==> config.mk <==
export PLATFORM = sky130hd
export DESIGN_NAME = mv4_dadd
export DESIGN_NICKNAME = d
export VERILOG_FILES = /design/src/hdl/mv4_pkg.sv /design/src/hdl/mv4_dadd.sv
export SDC_FILE = /design/constraint.sdc
export NUM_CORES = 2
export LEC_CHECK = 0
export BUFFER_PORTS_ARGS = -buffer_cell sky130_fd_sc_hd__buf_2
export CELL_PAD_IN_SITES_DETAIL_PLACEMENT = 0
export CELL_PAD_IN_SITES_GLOBAL_PLACEMENT = 2
export CORE_MARGIN = 3
export CORE_UTILIZATION = 42
export DETAILED_ROUTE_END_ITERATION = 8
export GPL_ROUTABILITY_DRIVEN = 0
export PLACE_DENSITY = 0.85
export SLEW_MARGIN = 40
export SYNTH_ARGS = -nofsm -noshare
export SYNTH_HDL_FRONTEND = slang
export SYNTH_SLANG_ARGS = --single-unit
export TNS_END_PERCENT = 5
==> constraint.sdc <==
create_clock -name clk -period 5.73 [get_ports clk]
set_input_delay 1.146 -clock clk [delete_from_list [all_inputs] [get_ports clk]]
set_output_delay 1.146 -clock clk [all_outputs]
set_load 0.005 [all_outputs]
==> src/hdl/mv4_pkg.sv <==
// ----------------------------------------------------------------------------
// mv4_pkg: shared types and helpers for the 4x4 single-precision transform
// Unpacked number formats, single unpack, exact product and leading-zero count.
// ----------------------------------------------------------------------------
package mv4_pkg;

  // matrix register count and canonical quiet nan
  localparam int unsigned CfgPairs = 8;
  localparam logic [31:0] QNAN     = 32'h7FC0_0000;

  // unpacked single: value = man * 2^(exp-23), man[23] set when finite non-zero
  typedef struct packed {
    logic               nan;
    logic               inf;
    logic               zero;
    logic               sign;
    logic signed [9:0]  exp;
    logic [23:0]        man;
  } snum_t;

  // unpacked double: value = man * 2^(exp-52), man[52] set when finite non-zero
  typedef struct packed {
    logic               nan;
    logic               inf;
    logic               zero;
    logic               sign;
    logic signed [11:0] exp;
    logic [52:0]        man;
  } dnum_t;

  // unpack a single bit pattern, normalising denormals
  function automatic snum_t sp_unpack(input logic [31:0] b);
    snum_t       r;
    logic [7:0]  e;
    logic [22:0] f;
    logic [4:0]  s;
    e = b[30:23];
    f = b[22:0];
    r = '0;
    r.sign = b[31];
    s = 5'd0;
    for (int i = 0; i < 23; i++) begin
      if (f[i]) s = 5'(22 - i);
    end
    if (e == 8'hFF) begin
      r.nan = (f != 23'd0);
      r.inf = (f == 23'd0);
    end else if (e == 8'd0) begin
      if (f == 23'd0) begin
        r.zero = 1'b1;
      end else begin
        r.man = 24'({1'b0, f} << (s + 5'd1));
        r.exp = -10'sd127 - $signed({5'd0, s});
      end
    end else begin
      r.man = {1'b1, f};
      r.exp = $signed({2'b00, e}) - 10'sd127;
    end
    return r;
  endfunction

  // exact product of two unpacked singles as an unpacked double
  function automatic dnum_t dp_mul(input snum_t a, input snum_t b);
    dnum_t              r;
    logic [47:0]        p;
    logic signed [11:0] es;
    p  = a.man * b.man;
    es = 12'(a.exp) + 12'(b.exp);
    r  = '0;
    r.sign = a.sign ^ b.sign;
    if (a.nan || b.nan || (a.inf && b.zero) || (a.zero && b.inf)) begin
      r.nan = 1'b1;
    end else if (a.inf || b.inf) begin
      r.inf = 1'b1;
    end else if (a.zero || b.zero) begin
      r.zero = 1'b1;
    end else if (p[47]) begin
      r.man = {p, 5'd0};
      r.exp = es + 12'sd1;
    end else begin
      r.man = {p[46:0], 6'd0};
      r.exp = es;
    end
    return r;
  endfunction

  // leading zeros of a 56-bit word
  function automatic logic [5:0] lzc56(input logic [55:0] v);
    logic [5:0] n;
    n = 6'd56;
    for (int i = 0; i < 56; i++) begin
      if (v[i]) n = 6'(55 - i);
    end
    return n;
  endfunction

endpackage

==> src/hdl/mv4_dadd.sv <==
// ----------------------------------------------------------------------------
// mv4_dadd: pipelined double-precision adder on unpacked operands
// Five stages: order, align, add, normalise, round to nearest even.
// ----------------------------------------------------------------------------
module mv4_dadd
  import mv4_pkg::*;
(
  input  logic  clk,
  input  logic  en,
  input  dnum_t a,
  input  dnum_t b,
  output dnum_t y
);

  // stage a: special cases, operand order, exponent difference
  logic        a_big;
  dnum_t       big;
  dnum_t       sml;
  dnum_t       sv;
  logic        spec;
  logic [11:0] diff;

  always_comb begin
    a_big = (a.exp > b.exp) || ((a.exp == b.exp) && (a.man >= b.man));
    big   = a_big ? a : b;
    sml   = a_big ? b : a;
    diff  = 12'(big.exp - sml.exp);
    spec  = a.nan | b.nan | a.inf | b.inf | a.zero | b.zero;
    sv    = a;
    if (a.nan || b.nan || (a.inf && b.inf && (a.sign ^ b.sign))) begin
      sv     = '0;
      sv.nan = 1'b1;
    end else if (a.inf) begin
      sv = a;
    end else if (b.inf) begin
      sv = b;
    end else if (a.zero && b.zero) begin
      sv      = '0;
      sv.zero = 1'b1;
      sv.sign = a.sign & b.sign;
    end else if (a.zero) begin
      sv = b;
    end
  end

  logic               sa_spec;
  dnum_t              sa_sv;
  logic               sa_sign;
  logic               sa_sub;
  logic signed [11:0] sa_exp;
  logic [52:0]        sa_mb;
  logic [52:0]        sa_ms;
  logic [5:0]         sa_sh;

  always_ff @(posedge clk) begin
    if (en) begin
      sa_spec <= spec;
      sa_sv   <= sv;
      sa_sign <= big.sign;
      sa_sub  <= a.sign ^ b.sign;
      sa_exp  <= big.exp;
      sa_mb   <= big.man;
      sa_ms   <= sml.man;
      sa_sh   <= (diff > 12'd63) ? 6'd63 : diff[5:0];
    end
  end

  // stage b: align the smaller operand, keeping guard, round and sticky
  logic [111:0] wide;
  logic [55:0]  aligned;

  always_comb begin
    wide    = {sa_ms, 3'd0, 56'd0} >> sa_sh;
    aligned = {wide[111:57], wide[56] | (|wide[55:0])};
  end

  logic               sb_spec;
  dnum_t              sb_sv;
  logic               sb_sign;
  logic               sb_sub;
  logic signed [11:0] sb_exp;
  logic [55:0]        sb_big;
  logic [55:0]        sb_al;

  always_ff @(posedge clk) begin
    if (en) begin
      sb_spec <= sa_spec;
      sb_sv   <= sa_sv;
      sb_sign <= sa_sign;
      sb_sub  <= sa_sub;
      sb_exp  <= sa_exp;
      sb_big  <= {sa_mb, 3'd0};
      sb_al   <= aligned;
    end
  end

  // stage c: magnitude add or subtract
  logic               sc_spec;
  dnum_t              sc_sv;
  logic               sc_sign;
  logic signed [11:0] sc_exp;
  logic [56:0]        sc_sum;

  always_ff @(posedge clk) begin
    if (en) begin
      sc_spec <= sb_spec;
      sc_sv   <= sb_sv;
      sc_sign <= sb_sign;
      sc_exp  <= sb_exp;
      sc_sum  <= sb_sub ? ({1'b0, sb_big} - {1'b0, sb_al})
                        : ({1'b0, sb_big} + {1'b0, sb_al});
    end
  end

  // stage d: normalise so the leading one sits at bit 55
  logic [5:0]         lz;
  logic [55:0]        norm;
  logic signed [11:0] nexp;

  always_comb begin
    lz = lzc56(sc_sum[55:0]);
    if (sc_sum[56]) begin
      norm = {sc_sum[56:2], sc_sum[1] | sc_sum[0]};
      nexp = sc_exp + 12'sd1;
    end else begin
      norm = sc_sum[55:0] << lz;
      nexp = sc_exp - $signed({6'd0, lz});
    end
  end

  logic               sd_spec;
  dnum_t              sd_sv;
  logic               sd_sign;
  logic               sd_zero;
  logic signed [11:0] sd_exp;
  logic [55:0]        sd_n;

  always_ff @(posedge clk) begin
    if (en) begin
      sd_spec <= sc_spec;
      sd_sv   <= sc_sv;
      sd_sign <= sc_sign;
      sd_zero <= (sc_sum == 57'd0);
      sd_exp  <= nexp;
      sd_n    <= norm;
    end
  end

  // stage e: round to 53 bits, nearest even
  logic        up;
  logic [53:0] m54;
  dnum_t       rnd;

  always_comb begin
    up  = sd_n[2] & ((|sd_n[1:0]) | sd_n[3]);
    m54 = {1'b0, sd_n[55:3]} + {53'd0, up};
    rnd = '0;
    if (sd_spec) begin
      rnd = sd_sv;
    end else if (sd_zero) begin
      rnd.zero = 1'b1;
    end else begin
      rnd.sign = sd_sign;
      if (m54[53]) begin
        rnd.man = m54[53:1];
        rnd.exp = sd_exp + 12'sd1;
      end else begin
        rnd.man = m54[52:0];
        rnd.exp = sd_exp;
      end
    end
  end

  always_ff @(posedge clk) begin
    if (en) begin
      y <= rnd;
    end
  end

endmodule
==> impl.org <==
** Synthesis
- Xor-xnor portion of the synthesized cell area :: 2.63%
- Most area-hungry cell type in the Yosys netlist :: sky130_fd_sc_hd__edfxtp_1
- Yosys printed 0 warnings.
- Counting every instance in the synthesized netlist gives 4058.
- Synthesis produced a netlist with a net count of 4388.
- Counting flops with a built-in enable in the synthesized netlist gives 738.
- In the post-synthesis netlist, the biggest area contributors are sky130_fd_sc_hd__edfxtp_1, sky130_fd_sc_hd__ha_1, sky130_fd_sc_hd__nand2_1.
- Cell Area, Synth :: 42900 um2
- Most instantiated cells after synthesis :: sky130_fd_sc_hd__edfxtp_1, sky130_fd_sc_hd__nand2_1, sky130_fd_sc_hd__o21ai_0
- Proportion of synthesized area in mux cells :: 8.51%
- Each instance of the synthesized netlist takes up on average 10.6 um2.
- Counting flops and latches in the post-synthesis netlist gives 738.
- Area share of the largest cell type after synthesis :: 51.6%
- Of all flip-flops after synthesis, the portion carrying an async set or reset was 0%.
- In the synthesized netlist the dominant register cell turns out to be sky130_fd_sc_hd__edfxtp_1.
- Fraction of the mapped netlist area in adder cells :: 5.57%
- After synthesis, the largest family of logic cells by area is compound AO/OA/AOI/OAI gates.
- Among all cell types in the netlist, the one instantiated most often is sky130_fd_sc_hd__edfxtp_1.
- After Yosys synthesis, and, or, nand and nor cells account for 12.9% of the synthesized area.
- The synthesized netlist devotes 14.7% of its cell area to compound gates.
- The number of different library cells used by synthesis comes to 97.
- Fraction of the yosys area taken by sequential cells :: 51.6%

** Die
- The die is 326 um wide.
- Effective utilization at floorplan :: 42.6%
- I/O pin cnt :: 209
- After floorplanning, the core was sized to cover 101000 um2.
- The initialized floorplan defines 116 standard-cell rows.
- The floorplan step defined a die boundary enclosing 106000 um2.
- In this run the vertical extent of the chip is 326 um.

** Timing
- The routed design could run at a clock period as short as 5.13 ns.
- Setup Viol. Count Final :: 0
- For this run, the top clock speed supported by timing is 195 MHz.
- Setup repair after global routing left no endpoint under its margin.
- Between clock sinks in the finished design, the worst skew comes to 0.0242 ns.
- In this run the tightest slew margin relative to its limit is 45.1%.
- In the final timing run, aggregate negative setup slack is 0 ns.
- At the pin with the least slew margin, the transition time is 0.823 ns.
- Post-route worst hold slack :: 0.407 ns
- Number of max-slew violations in the final report :: 0
- The worst path uses 89.6% of the clock period.
- The hold violation total from the final report was 0.

** GRT
- The via count of the first global-routing pass came to 30783.
- The number of antenna violations at the first check in global routing came to 18.
- Global-route congestion overflow total :: 0
- Maximum number of pins on one net before global-route repair :: 140
- The first global-routing pass estimated 206000 um of wire.
- For this run, the total global-route usage over all layers was measured as 26.0%.

** CTS
- In this run, post-CTS hold repair placed 0 buffers.
- Number of buffers added by the clock tree synthesis step :: 77
- Clock-pin slew reported for the worst setup and hold paths after clock tree synthesis :: 0.06 ns
- Depth of the CTS H-tree :: 3
- The tree is rooted in a sky130_fd_sc_hd__clkbuf_16.
- Number of buffers on the longest clock path :: 3
- The tree built by TritonCTS fans out to 738 sinks.
- Clock insertion delay at the later pin of the skew report :: 0.64 ns
- CTS tree :: built

** Pwr
- In this run the static leakage power is 18.8 nW.
- Clock share of power :: 28.7%
- Peak supply drop :: 211 uV
- Portion of total power attributed to combinational logic :: 28.2%
- Power density over cell area :: 359 nW/um2
- Register share of total power :: 43.0%
- Switch Pwr :: 5.89 mW
- Internal power comes to 11.4 mW.
- Power, Total :: 17.3 mW
- Switching power as a share of total power :: 34.0%

** Routing
- Detailed Route WL :: 142000 um
- The first detailed-routing pass ran for 7 iterations.
- For this run, design rule violations remaining after detail routing come to 0.
- After the first detailed-routing iteration, the DRC count stood at 3845.
- Via total after detailed routing :: 33028
- Post-DR wirelength/cell :: 25.2 um
- Post-detailed-route count of antenna-violating nets :: 0
- Drt via density :: 5.87

** Setup path
- Crit path launch type :: flip-flop
- Crit-path cells :: nor2_1 > o31ai_1 > a211oi_1 > o311ai_1 > a41oi_1 > o41ai_1 > buf_4 > a21o_2 > inv_2 > ha_1 > nor2b_2 > ha_1 > a21o_1 > a21oi_1 > o21bai_1 > a21oi_1 > o21bai_1 > a21oi_1 > nor2b_1 > o21a_1 > o21ai_0 > nand2b_1 > a21oi_1 > xnor2_1
- On the critical path, the stage with the largest delay is an instance of sky130_fd_sc_hd__edfxtp_1.
- Across all register-to-register paths, the minimum setup slack is 0.60 ns.
- Of all nets on the critical path, the largest fanout is 7.
- Dominant cell type by count on the critical path :: sky130_fd_sc_hd__a21oi_1
- The worst setup path is captured at a flip-flop.
- STA puts the critical path data arrival time at 5.53 ns.
- Launch instance of the worst register-to-register path :: sc_sum[5]$_DFFE_PP_
- Reg-to-Reg End :: sd_exp[11]$_DFFE_PP_
- Worst r2r path cells :: 24
- The largest single stage delay on the critical path is 0.54 ns.
- The worst setup path is of the reg -> reg kind.
- Data required time of the critical path :: 6.12 ns

** Min path
- Worst hold stages :: 0
- Hold Path Origin :: sc_sv[1]$_DFFE_PP_
- Type of the worst min-delay path :: reg -> reg
- Endpoint of the worst hold path :: sd_sv[1]$_DFFE_PP_

** Outcome
- The flow ran to the end, and the final reports show no timing, DRC or antenna violations.

** Placed design
- I/O Buffers :: 208
- In this run the cell area measured after placement is 45600 um2.
- Detailed placement finished with a half-perimeter wire length of 110000 um.

** Finish
- Cells with a size suffix above 1 make up 12.8% of the layout.
- Final non-filler cell area :: 48200 um2
- Relative to the synthesized area, the layout overhead comes to 12.3%.
- In the final design database the tool counted 4534 nets.

** Run
- Max-cap violations in this run came to 0.
[cell usage in the layout, fill, tap and decap left out, drive strengths merged, types with 68 or more instances in the layout]
| cell type | Yosys | layout |
|---|---|---|
| nor3 | 68 | 68 |
| mux2i | 220 | 220 |
| inv | 211 | 213 |
| ha | 188 | 188 |
| nor2 | 240 | 240 |
| buf | 62 | 298 |
| xnor2 | 93 | 93 |
| nand2 | 598 | 598 |
| edfxtp | 738 | 738 |
| clkbuf | 169 | 91 |
| o21ai | 340 | 340 |
| nand3 | 89 | 89 |
| a21oi | 289 | 289 |
[routing by layer]
layer / share of wire [%] / global-route usage, %
met1: 44 / 37.3
met3: 7.2 / 4.17
met2: 45 / 39.9
met5: 0.0092 / 0
met4: 3.9 / 9.12
[cell families (layout without fill, tap and decap cells)]
logic type | Yosys count | count (layout)
flops | 738 | 738
simple gates | 1235 | 1235
buf+inv | 445 | 650
compound gates | 1015 | 1015
fa+ha+maj | 190 | 190
xor+xnor | 129 | 129
other cells | 0 | 10
mux | 306 | 306
[power groups by stage]
stage	Sequential, mW	Clock [mW]	Combinational [mW]
3_5_place_dp	7.53	0	4.77
5_1_grt	7.50	5.30	5.25
2_1_floorplan	7.18	0	3.10
6_report	7.45	4.97	4.88
3_3_place_gp	7.52	0	4.77
4_1_cts	7.42	5.09	4.79
[repair_timing]
item | CTS | global route
endpoints found under the setup margin | 0 | 1
setup buffers | 0 | 0
resized for setup | 0 | 1
[critical path: cells and delay by family (launching register included)]
kind,cells,cell delay (ns)
buffers and inverters,2,0.26
XOR/XNOR,1,0.09
AO/OA/AOI/OAI,15,2.93
adder cells (fa/ha/maj),2,0.56
AND/OR/NAND/NOR,4,0.52
flip-flops,1,0.54
[per-stage QoR]
step / std cells / util (%) / setup WS (ns)
floorplan: 4058 / - / 0.805
CTS: 5620 / 47.8 / 0.420
finish: 5630 / 47.9 / 0.595
global placement: 5479 / 45.2 / 0.256
global route: 5621 / 47.8 / 0.125
detailed placement: 5482 / 45.3 / 0.117
[area by class of cell]
| class | instances | area (um2) |
|---|---|---|
| Fill cell | 9355 | 52500 |
| Sequential cell | 738 | 22200 |
| Multi-Input combinational cell | 2875 | 19100 |
| Clock buffer | 91 | 1980 |
| Timing Repair Buffer | 298 | 1880 |
| Tap cell | 1357 | 1700 |
| Inverter | 214 | 803 |
| Clock inverter | 47 | 561 |
| Antenna cell | 10 | 25.0 |
[sequential cells by signal, summed over array words and instances (netlist names), 56 cells and up]
name,flops
sd_sv,69
sb_al,56
sc_sum,57
y,69
sd_n,56
sa_sv,69
sc_sv,69
sb_sv,69
[worst max-delay path by stage]
stage / to / slack (ns) / from / depth (start not counted)
after CTS: sd_exp[11]$_DFFE_PP_ / 0.42 / sc_sum[2]$_DFFE_PP_ / 23
final: sd_exp[11]$_DFFE_PP_ / 0.60 / sc_sum[5]$_DFFE_PP_ / 24
after global routing: sd_exp[11]$_DFFE_PP_ / 0.13 / sc_sum[5]$_DFFE_PP_ / 24
after detailed placement: sa_sh[2]$_SDFFCE_PN1P_ / 0.12 / b[55] / 19
after floorplan: sd_exp[11]$_DFFE_PP_ / 0.80 / sc_sum[12]$_DFFE_PP_ / 26
after global placement: sa_sh[2]$_SDFFCE_PN1P_ / 0.26 / a[18] / 18
Power figures use the tool's default switching activity.
